[config.mk]
export PLATFORM = sky130hd
export DESIGN_NAME = midi_control_surface_decoder_core
export DESIGN_NICKNAME = d
export VERILOG_FILES = /design/src/sv/mcsd_pkg.sv /design/src/sv/mcsd_front.sv /design/src/sv/mcsd_queue.sv /design/src/sv/mcsd_back.sv /design/src/sv/midi_control_surface_decoder_core.sv
export SDC_FILE = /design/constraint.sdc
export NUM_CORES = 1
export LEC_CHECK = 0
export BUFFER_PORTS_ARGS = -buffer_cell sky130_fd_sc_hd__buf_2
export CAP_MARGIN = 10
export CORE_MARGIN = 10
export CORE_UTILIZATION = 56
export DETAILED_ROUTE_END_ITERATION = 16
export PLACE_DENSITY = 0.85
export REMOVE_ABC_BUFFERS = 1
export SYNTH_ARGS = -nofsm -noshare
export SYNTH_HDL_FRONTEND = slang
export SYNTH_HIERARCHICAL = 1
export SYNTH_SLANG_ARGS = --single-unit
[constraint.sdc]
create_clock -name clk -period 3.05 [get_ports clk]
set_input_delay 0.1525 -clock clk [delete_from_list [all_inputs] [get_ports clk]]
set_output_delay 0.1525 -clock clk [all_outputs]
set_load 0.05 [all_outputs]
[src/sv/mcsd_pkg.sv]
// Shared types, codes and constants for the MIDI control surface decoder.
// No dependencies; imported by every RTL module of the block.
package mcsd_pkg;

  localparam int NUM_CONTROLS_DEF = 9;
  localparam int CTRL_IDX_W       = 4;
  localparam int BYTE_W           = 8;
  localparam int OPC_W            = 3;
  localparam int TRANSPORT_NUM    = 6;
  localparam int QUEUE_DEPTH      = 2;

  localparam logic [OPC_W-1:0] OP_BYTE      = 3'd0;
  localparam logic [OPC_W-1:0] OP_SLIDER    = 3'd1;
  localparam logic [OPC_W-1:0] OP_KNOB      = 3'd2;
  localparam logic [OPC_W-1:0] OP_BUTTON    = 3'd3;
  localparam logic [OPC_W-1:0] OP_TRANSPORT = 3'd4;
  localparam logic [OPC_W-1:0] OP_FRESH     = 3'd5;

  localparam logic [BYTE_W-1:0] SLIDER_LO    = 8'd3;
  localparam logic [BYTE_W-1:0] SLIDER_HI    = 8'd11;
  localparam logic [BYTE_W-1:0] KNOB_LO      = 8'd14;
  localparam logic [BYTE_W-1:0] KNOB_HI      = 8'd22;
  localparam logic [BYTE_W-1:0] BUTTON_LO    = 8'd23;
  localparam logic [BYTE_W-1:0] BUTTON_HI    = 8'd31;
  localparam logic [BYTE_W-1:0] TRANSPORT_LO = 8'd44;
  localparam logic [BYTE_W-1:0] TRANSPORT_HI = 8'd49;

  localparam logic [BYTE_W-1:0] FLAG_VALUE   = 8'd127;
  localparam logic [BYTE_W-1:0] STATUS_RESET = 8'd176;

  typedef enum logic [2:0] {
    CMD_NONE,
    CMD_PACKET,
    CMD_SLIDER,
    CMD_KNOB,
    CMD_BUTTON,
    CMD_TRANSPORT,
    CMD_FRESH
  } cmd_kind_t;

  typedef enum logic [2:0] {
    TGT_NONE,
    TGT_SLIDER,
    TGT_KNOB,
    TGT_BUTTON,
    TGT_TRANSPORT
  } tgt_t;

  // idx: query index, transport slot, or controller offset of a packet
  typedef struct packed {
    cmd_kind_t             kind;
    tgt_t                  tgt;
    logic [CTRL_IDX_W-1:0] idx;
    logic [BYTE_W-1:0]     value;
  } cmd_t;

  // transport query index -> flag slot (slot = controller - 44)
  function automatic logic [2:0] transport_slot(input logic [2:0] q);
    logic [2:0] s;
    case (q)
      3'd0:    s = 3'd1;
      3'd1:    s = 3'd2;
      3'd2:    s = 3'd0;
      3'd3:    s = 3'd5;
      3'd4:    s = 3'd4;
      3'd5:    s = 3'd3;
      default: s = 3'd0;
    endcase
    return s;
  endfunction

endpackage

[src/sv/mcsd_front.sv]
// Front end: groups bytes into three-byte packets and classifies every item
// into a command for the back end. Depends on mcsd_pkg.
module mcsd_front #(
  parameter int NUM_CONTROLS = mcsd_pkg::NUM_CONTROLS_DEF
) (
  input  logic                          clk,
  input  logic                          rst_n,
  input  logic                          accept,
  input  logic [mcsd_pkg::OPC_W-1:0]    opcode,
  input  logic [mcsd_pkg::CTRL_IDX_W-1:0] item_index,
  input  logic [mcsd_pkg::BYTE_W-1:0]   rx_byte,
  input  logic [mcsd_pkg::BYTE_W-1:0]   status_match,
  output mcsd_pkg::cmd_t                cmd
);
  import mcsd_pkg::*;

  localparam logic [CTRL_IDX_W:0] NUM_LIM = (CTRL_IDX_W+1)'(NUM_CONTROLS);

  logic [1:0]        phase_r, phase_nxt;
  logic [BYTE_W-1:0] held_r [2];
  logic [BYTE_W-1:0] ctrl;
  logic [BYTE_W-1:0] off;
  logic              off_ok;
  logic              idx_ok;
  tgt_t              tgt;

  assign ctrl   = held_r[1];
  assign idx_ok = {1'b0, item_index} < NUM_LIM;

  // controller classification for a completed packet
  always_comb begin
    tgt = TGT_NONE;
    off = '0;
    if (held_r[0] == status_match) begin
      if (ctrl inside {[SLIDER_LO:SLIDER_HI]}) begin
        off = ctrl - SLIDER_LO;
        tgt = TGT_SLIDER;
      end else if (ctrl inside {[KNOB_LO:KNOB_HI]}) begin
        off = ctrl - KNOB_LO;
        tgt = TGT_KNOB;
      end else if (ctrl inside {[BUTTON_LO:BUTTON_HI]}) begin
        off = ctrl - BUTTON_LO;
        tgt = (rx_byte != '0) ? TGT_BUTTON : TGT_NONE;
      end else if (ctrl inside {[TRANSPORT_LO:TRANSPORT_HI]}) begin
        off = ctrl - TRANSPORT_LO;
        tgt = (rx_byte != '0) ? TGT_TRANSPORT : TGT_NONE;
      end
    end
  end

  assign off_ok = (tgt == TGT_TRANSPORT) || ({1'b0, off[CTRL_IDX_W-1:0]} < NUM_LIM);

  always_comb begin
    cmd.kind  = CMD_NONE;
    cmd.tgt   = TGT_NONE;
    cmd.idx   = item_index;
    cmd.value = '0;
    phase_nxt = phase_r;
    case (opcode)
      OP_BYTE: begin
        if (phase_r >= 2'd2) begin
          cmd.kind  = CMD_PACKET;
          cmd.tgt   = off_ok ? tgt : TGT_NONE;
          cmd.idx   = off[CTRL_IDX_W-1:0];
          cmd.value = rx_byte;
          phase_nxt = 2'd0;
        end else begin
          phase_nxt = phase_r + 2'd1;
        end
      end
      OP_SLIDER:    if (idx_ok) cmd.kind = CMD_SLIDER;
      OP_KNOB:      if (idx_ok) cmd.kind = CMD_KNOB;
      OP_BUTTON:    if (idx_ok) cmd.kind = CMD_BUTTON;
      OP_TRANSPORT: begin
        if (item_index < CTRL_IDX_W'(TRANSPORT_NUM)) begin
          cmd.kind = CMD_TRANSPORT;
          cmd.idx  = {1'b0, transport_slot(item_index[2:0])};
        end
      end
      OP_FRESH:     cmd.kind = CMD_FRESH;
      default:      cmd.kind = CMD_NONE;
    endcase
  end

  always_ff @(posedge clk) begin
    if (!rst_n) begin
      phase_r <= 2'd0;
    end else if (accept) begin
      phase_r <= phase_nxt;
    end
  end

  always_ff @(posedge clk) begin
    if (accept && opcode == OP_BYTE && phase_r < 2'd2) begin
      held_r[phase_r[0]] <= rx_byte;
    end
  end

endmodule

[src/sv/mcsd_queue.sv]
// Short command queue between front and back end.
// Depends on mcsd_pkg for the command type and the depth.
module mcsd_queue (
  input  logic           clk,
  input  logic           rst_n,
  input  logic           push,
  input  mcsd_pkg::cmd_t push_cmd,
  input  logic           pop,
  output logic           full,
  output logic           not_empty,
  output mcsd_pkg::cmd_t head
);
  import mcsd_pkg::*;

  localparam int PTR_W = (QUEUE_DEPTH > 1) ? $clog2(QUEUE_DEPTH) : 1;
  localparam int CNT_W = $clog2(QUEUE_DEPTH + 1);
  localparam logic [PTR_W-1:0] LAST = PTR_W'(QUEUE_DEPTH - 1);

  cmd_t             mem_r [QUEUE_DEPTH];
  logic [PTR_W-1:0] wr_ptr_r, rd_ptr_r;
  logic [CNT_W-1:0] count_r;

  assign full      = count_r == CNT_W'(QUEUE_DEPTH);
  assign not_empty = count_r != '0;
  assign head      = mem_r[rd_ptr_r];

  always_ff @(posedge clk) begin
    if (!rst_n) begin
      wr_ptr_r <= '0;
      rd_ptr_r <= '0;
      count_r  <= '0;
    end else begin
      if (push) begin
        wr_ptr_r <= (wr_ptr_r == LAST) ? '0 : wr_ptr_r + 1'b1;
      end
      if (pop) begin
        rd_ptr_r <= (rd_ptr_r == LAST) ? '0 : rd_ptr_r + 1'b1;
      end
      if (push && !pop) begin
        count_r <= count_r + 1'b1;
      end else if (pop && !push) begin
        count_r <= count_r - 1'b1;
      end
    end
  end

  always_ff @(posedge clk) begin
    if (push) begin
      mem_r[wr_ptr_r] <= push_cmd;
    end
  end

endmodule

[src/sv/mcsd_back.sv]
// Back end: holds the control surface state, executes commands in order
// and drives the result register. Depends on mcsd_pkg.
module mcsd_back #(
  parameter int NUM_CONTROLS = mcsd_pkg::NUM_CONTROLS_DEF
) (
  input  logic                        clk,
  input  logic                        rst_n,
  input  logic                        cmd_valid,
  input  mcsd_pkg::cmd_t              cmd,
  output logic                        cmd_pop,
  output logic                        out_valid,
  input  logic                        out_stall,
  output logic [mcsd_pkg::BYTE_W-1:0] out_read_value,
  output logic                        out_packet_done
);
  import mcsd_pkg::*;

  localparam int IDX_W = (NUM_CONTROLS > 1) ? $clog2(NUM_CONTROLS) : 1;

  logic [BYTE_W-1:0]        slider_r [NUM_CONTROLS];
  logic [BYTE_W-1:0]        knob_r   [NUM_CONTROLS];
  logic [NUM_CONTROLS-1:0]  button_r;
  logic [TRANSPORT_NUM-1:0] transport_r;
  logic                     fresh_r;
  logic                     out_valid_r;
  logic [BYTE_W-1:0]        read_value_r, read_value_nxt;
  logic                     packet_done_r;
  logic [IDX_W-1:0]         ci;
  logic [2:0]               slot;

  assign ci      = cmd.idx[IDX_W-1:0];
  assign slot    = cmd.idx[2:0];
  assign cmd_pop = cmd_valid && (!out_valid_r || !out_stall);

  always_comb begin
    read_value_nxt = '0;
    case (cmd.kind)
      CMD_SLIDER:    read_value_nxt = slider_r[ci];
      CMD_KNOB:      read_value_nxt = knob_r[ci];
      CMD_BUTTON:    read_value_nxt = {{(BYTE_W-1){1'b0}}, button_r[ci]};
      CMD_TRANSPORT: read_value_nxt = transport_r[slot] ? FLAG_VALUE : '0;
      CMD_FRESH:     read_value_nxt = {{(BYTE_W-1){1'b0}}, fresh_r};
      default:       read_value_nxt = '0;
    endcase
  end

  always_ff @(posedge clk) begin
    if (!rst_n) begin
      for (int i = 0; i < NUM_CONTROLS; i++) begin
        slider_r[i] <= '0;
        knob_r[i]   <= '0;
      end
      button_r    <= '0;
      transport_r <= '0;
      fresh_r     <= 1'b1;
    end else if (cmd_pop) begin
      case (cmd.kind)
        CMD_PACKET: begin
          fresh_r <= 1'b1;
          case (cmd.tgt)
            TGT_SLIDER:    slider_r[ci]      <= cmd.value;
            TGT_KNOB:      knob_r[ci]        <= cmd.value;
            TGT_BUTTON:    button_r[ci]      <= ~button_r[ci];
            TGT_TRANSPORT: transport_r[slot] <= 1'b1;
            default:       ;
          endcase
        end
        CMD_TRANSPORT: transport_r[slot] <= 1'b0;
        CMD_FRESH:     fresh_r           <= 1'b0;
        default:       ;
      endcase
    end
  end

  always_ff @(posedge clk) begin
    if (!rst_n) begin
      out_valid_r <= 1'b0;
    end else if (!out_valid_r || !out_stall) begin
      out_valid_r <= cmd_pop;
    end
  end

  // result beat payload
  always_ff @(posedge clk) begin
    if (cmd_pop) begin
      read_value_r  <= read_value_nxt;
      packet_done_r <= cmd.kind == CMD_PACKET;
    end
  end

  assign out_valid       = out_valid_r;
  assign out_read_value  = read_value_r;
  assign out_packet_done = packet_done_r;

endmodule

[src/sv/midi_control_surface_decoder_core.sv]
// MIDI control surface decoder. Takes one byte or query beat per cycle
// while the command queue is not full. A result beat is registered in the
// command queue and then in the back end's result register. A two-entry
// queue lets the front keep accepting while a result is stalled; in_stall
// rises only when the queue is full. The user must write status_match
// through the cfg port (always ready) only while idle; the block does not
// enforce this. Reset is synchronous, with no clearing pass.
// Depends on mcsd_pkg, mcsd_front, mcsd_queue and mcsd_back.
module midi_control_surface_decoder_core #(
  parameter int NUM_CONTROLS = mcsd_pkg::NUM_CONTROLS_DEF
) (
  input  logic                            clk,
  input  logic                            rst_n,
  input  logic                            cfg_valid,
  output logic                            cfg_ready,
  input  logic [mcsd_pkg::BYTE_W-1:0]     cfg_data,
  input  logic                            in_valid,
  output logic                            in_stall,
  input  logic [mcsd_pkg::OPC_W-1:0]      in_opcode,
  input  logic [mcsd_pkg::CTRL_IDX_W-1:0] in_item_index,
  input  logic [mcsd_pkg::BYTE_W-1:0]     in_rx_byte,
  output logic                            out_valid,
  input  logic                            out_stall,
  output logic [mcsd_pkg::BYTE_W-1:0]     out_read_value,
  output logic                            out_packet_done
);
  import mcsd_pkg::*;

  logic [BYTE_W-1:0] status_match_r;
  logic              accept;
  logic              q_full;
  logic              q_not_empty;
  logic              q_pop;
  cmd_t              front_cmd;
  cmd_t              head_cmd;

  assign cfg_ready = 1'b1;
  assign in_stall  = q_full;
  assign accept    = in_valid && !q_full;

  always_ff @(posedge clk) begin
    if (!rst_n) begin
      status_match_r <= STATUS_RESET;
    end else if (cfg_valid && cfg_ready) begin
      status_match_r <= cfg_data;
    end
  end

  mcsd_front #(.NUM_CONTROLS(NUM_CONTROLS)) u_front (
    .clk          (clk),
    .rst_n        (rst_n),
    .accept       (accept),
    .opcode       (in_opcode),
    .item_index   (in_item_index),
    .rx_byte      (in_rx_byte),
    .status_match (status_match_r),
    .cmd          (front_cmd)
  );

  mcsd_queue u_queue (
    .clk       (clk),
    .rst_n     (rst_n),
    .push      (accept),
    .push_cmd  (front_cmd),
    .pop       (q_pop),
    .full      (q_full),
    .not_empty (q_not_empty),
    .head      (head_cmd)
  );

  mcsd_back #(.NUM_CONTROLS(NUM_CONTROLS)) u_back (
    .clk             (clk),
    .rst_n           (rst_n),
    .cmd_valid       (q_not_empty),
    .cmd             (head_cmd),
    .cmd_pop         (q_pop),
    .out_valid       (out_valid),
    .out_stall       (out_stall),
    .out_read_value  (out_read_value),
    .out_packet_done (out_packet_done)
  );

endmodule

After elaboration in Yosys (flattened, before gate mapping)
Memories as Yosys holds them, arrays and structs flattened. A register that Yosys moved wholly into a read port is not among the register bits.
Index checks and enable logic that the tools add are counted.
{ "word_totals": {"reg_bits": 40, "latch_bits": 0, "ramBits": 196, "mem_bits_ro": 0, "in_bits": 28, "wordCells": 166, "n_memories": 4} }
{ "classes": {"n_addsub": 9, "multipliers": 0, "n_div": 0, "n_lt_le_gt_ge": 17, "eq_ne": 23, "shift": 0, "n_mux": 66, "n_bitwise": 4, "reduce_logical": 32} }
{ "memory_table": {"columns": ["name", "words", "word_bits", "rd", "rd_ports_with_merged_regs", "write_ports", "line", "rtl"], "rows": [
  ["u_back.knob_r", 9, 8, 1, 0, 9, "mcsd_back.sv:21", "logic [BYTE_W-1:0] knob_r [NUM_CONTROLS];"],
  ["u_back.slider_r", 9, 8, 1, 0, 9, "mcsd_back.sv:20", "logic [BYTE_W-1:0] slider_r [NUM_CONTROLS];"],
  ["u_queue.mem_r", 2, 18, 1, 1, 1, "mcsd_queue.sv:19", "cmd_t mem_r [QUEUE_DEPTH];"],
  ["u_front.held_r", 2, 8, 2, 0, 1, "mcsd_front.sv:20", "logic [BYTE_W-1:0] held_r [2];"]
]} }
{ "op_table": {"columns": ["cell", "n"], "rows": [
  ["$pmux W8 S5", 1],
  ["$mux W4", 8],
  ["$mux W3", 10],
  ["$eq A3 B3 Y1 const B", 9],
  ["$mux W1", 25],
  ["$mux W8", 3],
  ["$eq A3 B2 Y1 const B", 7],
  ["$pmux W3 S6", 1],
  ["$le A8 B5 Y1 const B", 2],
  ["$mux W16", 1],
  ["$reduce_or A8 Y1", 2],
  ["$pmux W3 S5", 1],
  ["$eq A3 B1 Y1 const B", 4],
  ["$logic_and A1 B1 Y1", 12],
  ["$mux W2", 6],
  ["$pmux W6 S2", 1],
  ["$bwmux W9", 1],
  ["$eq A8 B8 Y1", 1],
  ["$ge A8 B2 Y1 const B", 1],
  ["$ge A8 B4 Y1 const B", 1],
  ["$ge A8 B5 Y1 const B", 1],
  ["$ge A8 B6 Y1 const B", 1],
  ["$le A8 B4 Y1 const B", 1],
  ["$le A8 B6 Y1 const B", 1],
  ["35 further kinds", 50]
]} }

Longest topological paths before layout
An unclocked memory read counts as a cell.
{ "logic_depth": {"depth_word": 13, "mapped_depth": 12, "mapped_depth_nobuf": 8} }

Modules after synthesis
The synthesis kept the hierarchy.
{ "modules_own_cells": {"columns": ["mod", "instances", "cells_per_inst", "area_per_inst_um2", "seq_area_each_um2"], "rows": [
  ["mcsd_back", 1, 805, 12505.7, 8298.0],
  ["mcsd_front", 1, 165, 1527.7, 520.5],
  ["mcsd_queue", 1, 78, 1521.5, 1181.1],
  ["midi_control_surface_decoder_core", 1, 28, 311.5, 160.2]
]} }

Least setup slack after synthesis
OpenSTA, ideal clock, no wires.
{ "synth_path": {"path_type": "register -> register", "start": "register with a tool-made name", "end": "memory u_back.knob_r[12][0] (enable)", "arrival_time_ns": 2.555, "required_time_ns": 2.680, "path_slack_ns": 0.125, "path_stages_with_launch": 10, "path_buffers": 3, "synth_period_minus_slack_ns": 2.925, "path_cell_list": "dfxtp_1 -> buf_2 -> buf_6 -> mux2_2 -> nor3b_2 -> and2_1 -> nand4b_2 -> clkbuf_1 -> or2_2 -> nor2_1"} }
{ "synth_rtl": {"columns": ["element", "line"], "rows": [
  ["to (decl)", "mcsd_back.sv:21"]
]} }

==> flow_summary.json <==
{
  "synth-async-reset-ratio": 0,
  "synthToLayoutAreaGrowth_pct": 13.9,
  "drive_gt1_frac": 0.203,
  "combinationalPowerShare": 0.234,
  "ys_seq_elements": 349,
  "outcome": "complete, no violations",
  "place_hpwl_um": 23100,
  "slew-limit-headroom": 0.437,
  "ant_nets": 0,
  "initial_utilization": 0.570,
  "grtUsageTotal": 0.201,
  "seq_power_share": 0.437,
  "drt-wirelength-per-cell_um": 22.9,
  "peakVddDrop_mv": 0.583,
  "grt_setup_unrepaired": "true",
  "grt_pass1_vias": 9989,
  "hold_viol_final": 0,
  "antenna_found_initial": 1,
  "tightest_slew_ns": 0.844,
  "cts.clk_slew.worst_paths_ns": 0.06,
  "cts_buffers": 36,
  "fin_skew_ns": 0.0182,
  "seq_area_um2": 10200,
  "cp.required_ns": 3.32,
  "min_period_ns": 3.05,
  "die_h_um": 188,
  "finalSetupTns_ns": 0,
  "min_from": "cfg_valid",
  "grt_overflow": 0,
  "num_vias": 9709,
  "grt_pass1_wl_um": 56500,
  "final_cell_count_no_fill": 1584,
  "synth_ff_type": "edfxtp_1",
  "power.internal_w": 0.00918,
  "dr.pass1.iters": 5,
  "crit_path_start_kind": "flop",
  "ys.warnings.count": 6,
  "wl_um": 36300,
  "clk_latency_ns": 0.53,
  "crit_fanout": 20,
  "yosysUniqueCellTypes": 78,
  "numPortBuffers": 38,
  "syn_avg_cell_area_um2": 14.7,
  "drt_iter0_markers": 1225,
  "cp-end-kind": "flop",
  "io_pins": 40,
  "power.leakage_nw": 6.49,
  "postSynthCellCount": 1076,
  "filler_cell_count": 1847,
  "synth-edff-count": 317,
  "rows": 61,
  "p_switching_w": 0.00391,
  "final.period_utilization": 0.999,
  "p_per_area_nw_per_um2": 724,
  "viasPerCell": 6.13,
  "finalNetCount": 1219,
  "fp.dieW_um": 188,
  "die-area_um2": 35500,
  "drv_slew": 0,
  "reg2reg_slack_ns": 0.003,
  "max_freq_ghz": 0.328,
  "cts.sinks": 349,
  "cts_root_buf": "clkbuf_16",
  "hold_path_end": "status_match_r[5]$_SDFFE_PN1P_",
  "post_cts_buffers": 0,
  "crit_type": "flop to flop",
  "hold_path_class": "input pin to flop",
  "core_area_um2": 27900,
  "crit_arrival_ns": 3.32,
  "rr_endpoint": "u_back/out_read_value[0]$_SDFFCE_PN0P_",
  "whs_path_depth": 3,
  "htree_levels": 2,
  "cap_viol_max_count": 0,
  "drcViolationCount": 0,
  "placed_cells": 1502,
  "grt_max_degree": 51,
  "seq_area_frac_synth": 0.640,
  "finalSetupViolCount": 0,
  "reg2reg_depth": 8,
  "swShare": 0.298,
  "clk_path_buf_depth": 3,
  "multiInputGateArea_um2": 5310,
  "netlist_area_um2": 15900,
  "place_congestion": 0.917,
  "power_frac_clock": 0.329,
  "cts_tree": "built"
}
[metal layers]
| metal | vias to the layer above | wire (µm) | GRT usage |
|---|---|---|---|
| met5 | - | 13 | 0 |
| met4 | 2 | 1140 | 0.0693 |
| met3 | 98 | 2830 | 0.0347 |
| met2 | 475 | 18000 | 0.341 |
| met1 | 4828 | 14200 | 0.257 |
| li1 | 4306 | - | - |
[metrics by stage]
stage,cell area [µm²],hold slack (ns),utilization,worst slack [ns],power [W]
floorplan,15500,0.214,-,-0.882,0.00768
global placement,16700,0.368,0.600,0.0941,0.00870
detailed placement,16700,0.374,0.600,0.0120,0.00879
CTS,18100,0.0229,0.648,0.0825,0.0131
global route,18100,0.0637,0.648,-0.0286,0.0135
finish,18100,0.0407,0.649,0.00309,0.0131
[worst max-delay path, stage by stage (launching register included)]
cell and delay, ns:
dfxtp_1 0.35, buf_4 0.27, mux2_4 0.37, buf_12 0.21, nand2b_1 0.27, nor2_1 0.16
a22oi_1 0.38, nand4_1 0.24, or4_1 0.52
[area by class of cell]
cell class                 count  share of cell area
sequential                   349               0.562
multi-input combinational    655               0.294
clock buffer                  50              0.0555
timing repair buffer         122              0.0499
tap                          378              0.0262
clock inverter                14             0.00893
inverter                      15             0.00312
antenna                        1            0.000139
[cell families (layout without fill, tap and decap cells)]
| kind of cell | Yosys count | in the layout | share of synthesized area |
|---|---|---|---|
| and+or+nand+nor | 381 | 381 | 0.140 |
| adders and majority gates | 12 | 12 | 0.00946 |
| DFF | 349 | 349 | 0.640 |
| AOI/OAI and AO/OA | 129 | 129 | 0.0565 |
| other | 1 | 2 | 0.000236 |
| buffers and inverters | 72 | 201 | 0.0273 |
| xor gates and xnor gates | 14 | 14 | 0.00773 |
| muxes | 118 | 118 | 0.118 |
[cell usage after synthesis, drive strengths merged, types with 12 or more instances]
cell,n,area [µm²]
nand2,39,146
nor2b,32,200
a22oi,14,105
a21oi,22,110
nand4,13,81.3
buf,33,285
dfxtp,32,641
nor3,22,126
mux2,20,225
ha,12,150
clkbuf,24,91.3
nand2b,16,100
mux4,51,1180
o21ai,30,150
nand3,15,75.1
and2,151,945
mux2i,47,470
inv,14,52.6
xnor2,12,105
edfxtp,317,9520
nor2,44,170
[worst max path at each step]
stage	depth (start not counted)	startpoint	slack (ns)	to
after CTS	8	flop	0.08	u_back/knob_r[7][3]$_SDFFCE_PN0P_
after global routing	7	flop	-0.03	u_back/knob_r[3][1]$_SDFFCE_PN0P_
final	8	flop	0.003	u_back/out_read_value[0]$_SDFFCE_PN0P_
after detailed placement	7	flop	0.01	u_back/out_read_value[0]$_SDFFCE_PN0P_
after floorplan	4	flop	-0.88	u_back/knob_r[1][0]$_SDFFCE_PN0P_
after global placement	7	flop	0.09	u_back/out_read_value[0]$_SDFFCE_PN0P_
[state kept, by name, summed over array words and instances (netlist names), named ones only]
| name | count |
|---|---|
| u_back/fresh_r | 1 |
| u_back/knob_r | 128 |
| u_back/out_valid | 1 |
| u_queue/count_r | 2 |
| u_back/out_packet_done | 1 |
| status_match_r | 8 |
| u_back/out_read_value | 8 |
| u_front/held_r | 16 |
| u_queue/mem_r | 36 |
| u_back/slider_r | 128 |
| u_back/button_r | 9 |
| u_queue/wr_ptr_r | 1 |
| u_queue/rd_ptr_r | 1 |
| u_front/phase_r | 2 |
[power groups by stage]
stage | logic [W] | clock network (W) | registers, W
2_1_floorplan | 0.00165 | 0 | 0.00603
3_3_place_gp | 0.00290 | 0 | 0.00581
3_5_place_dp | 0.00297 | 0 | 0.00582
4_1_cts | 0.00302 | 0.00436 | 0.00572
5_1_grt | 0.00322 | 0.00456 | 0.00573
6_report | 0.00306 | 0.00431 | 0.00572
[cells in the final DEF (no fill, tap or decap), drive strengths merged, types with 9 or more instances in the layout]
| master | netlist | layout |
|---|---|---|
| mux2i | 47 | 47 |
| nor3 | 22 | 22 |
| and3 | 11 | 11 |
| dfxtp | 32 | 32 |
| mux2 | 20 | 20 |
| nand3 | 15 | 15 |
| ha | 12 | 12 |
| and2 | 151 | 151 |
| xnor2 | 12 | 12 |
| clkinv | 1 | 10 |
| edfxtp | 317 | 317 |
| nand4 | 13 | 13 |
| dlygate4sd3 | 0 | 17 |
| inv | 14 | 17 |
| nor2b | 32 | 32 |
| buf | 33 | 105 |
| clkbuf | 24 | 50 |
| nor2 | 44 | 44 |
| mux4 | 51 | 51 |
| a22oi | 14 | 14 |
| a31oi | 9 | 9 |
| a21oi | 22 | 22 |
| nand2b | 16 | 16 |
| nand2 | 39 | 39 |
| o21ai | 30 | 30 |
[what timing repair did]
| item | in CTS | in global routing |
|---|---|---|
| endpoints found under the setup margin | 1 | 25 |
| endpoints found under the hold margin | 25 | 0 |
| cloned | 0 | 0 |
| resized for setup | 2 | 3 |
| hold buffers | 17 | 0 |
No activity file was read; power rests on OpenSTA's default activity.
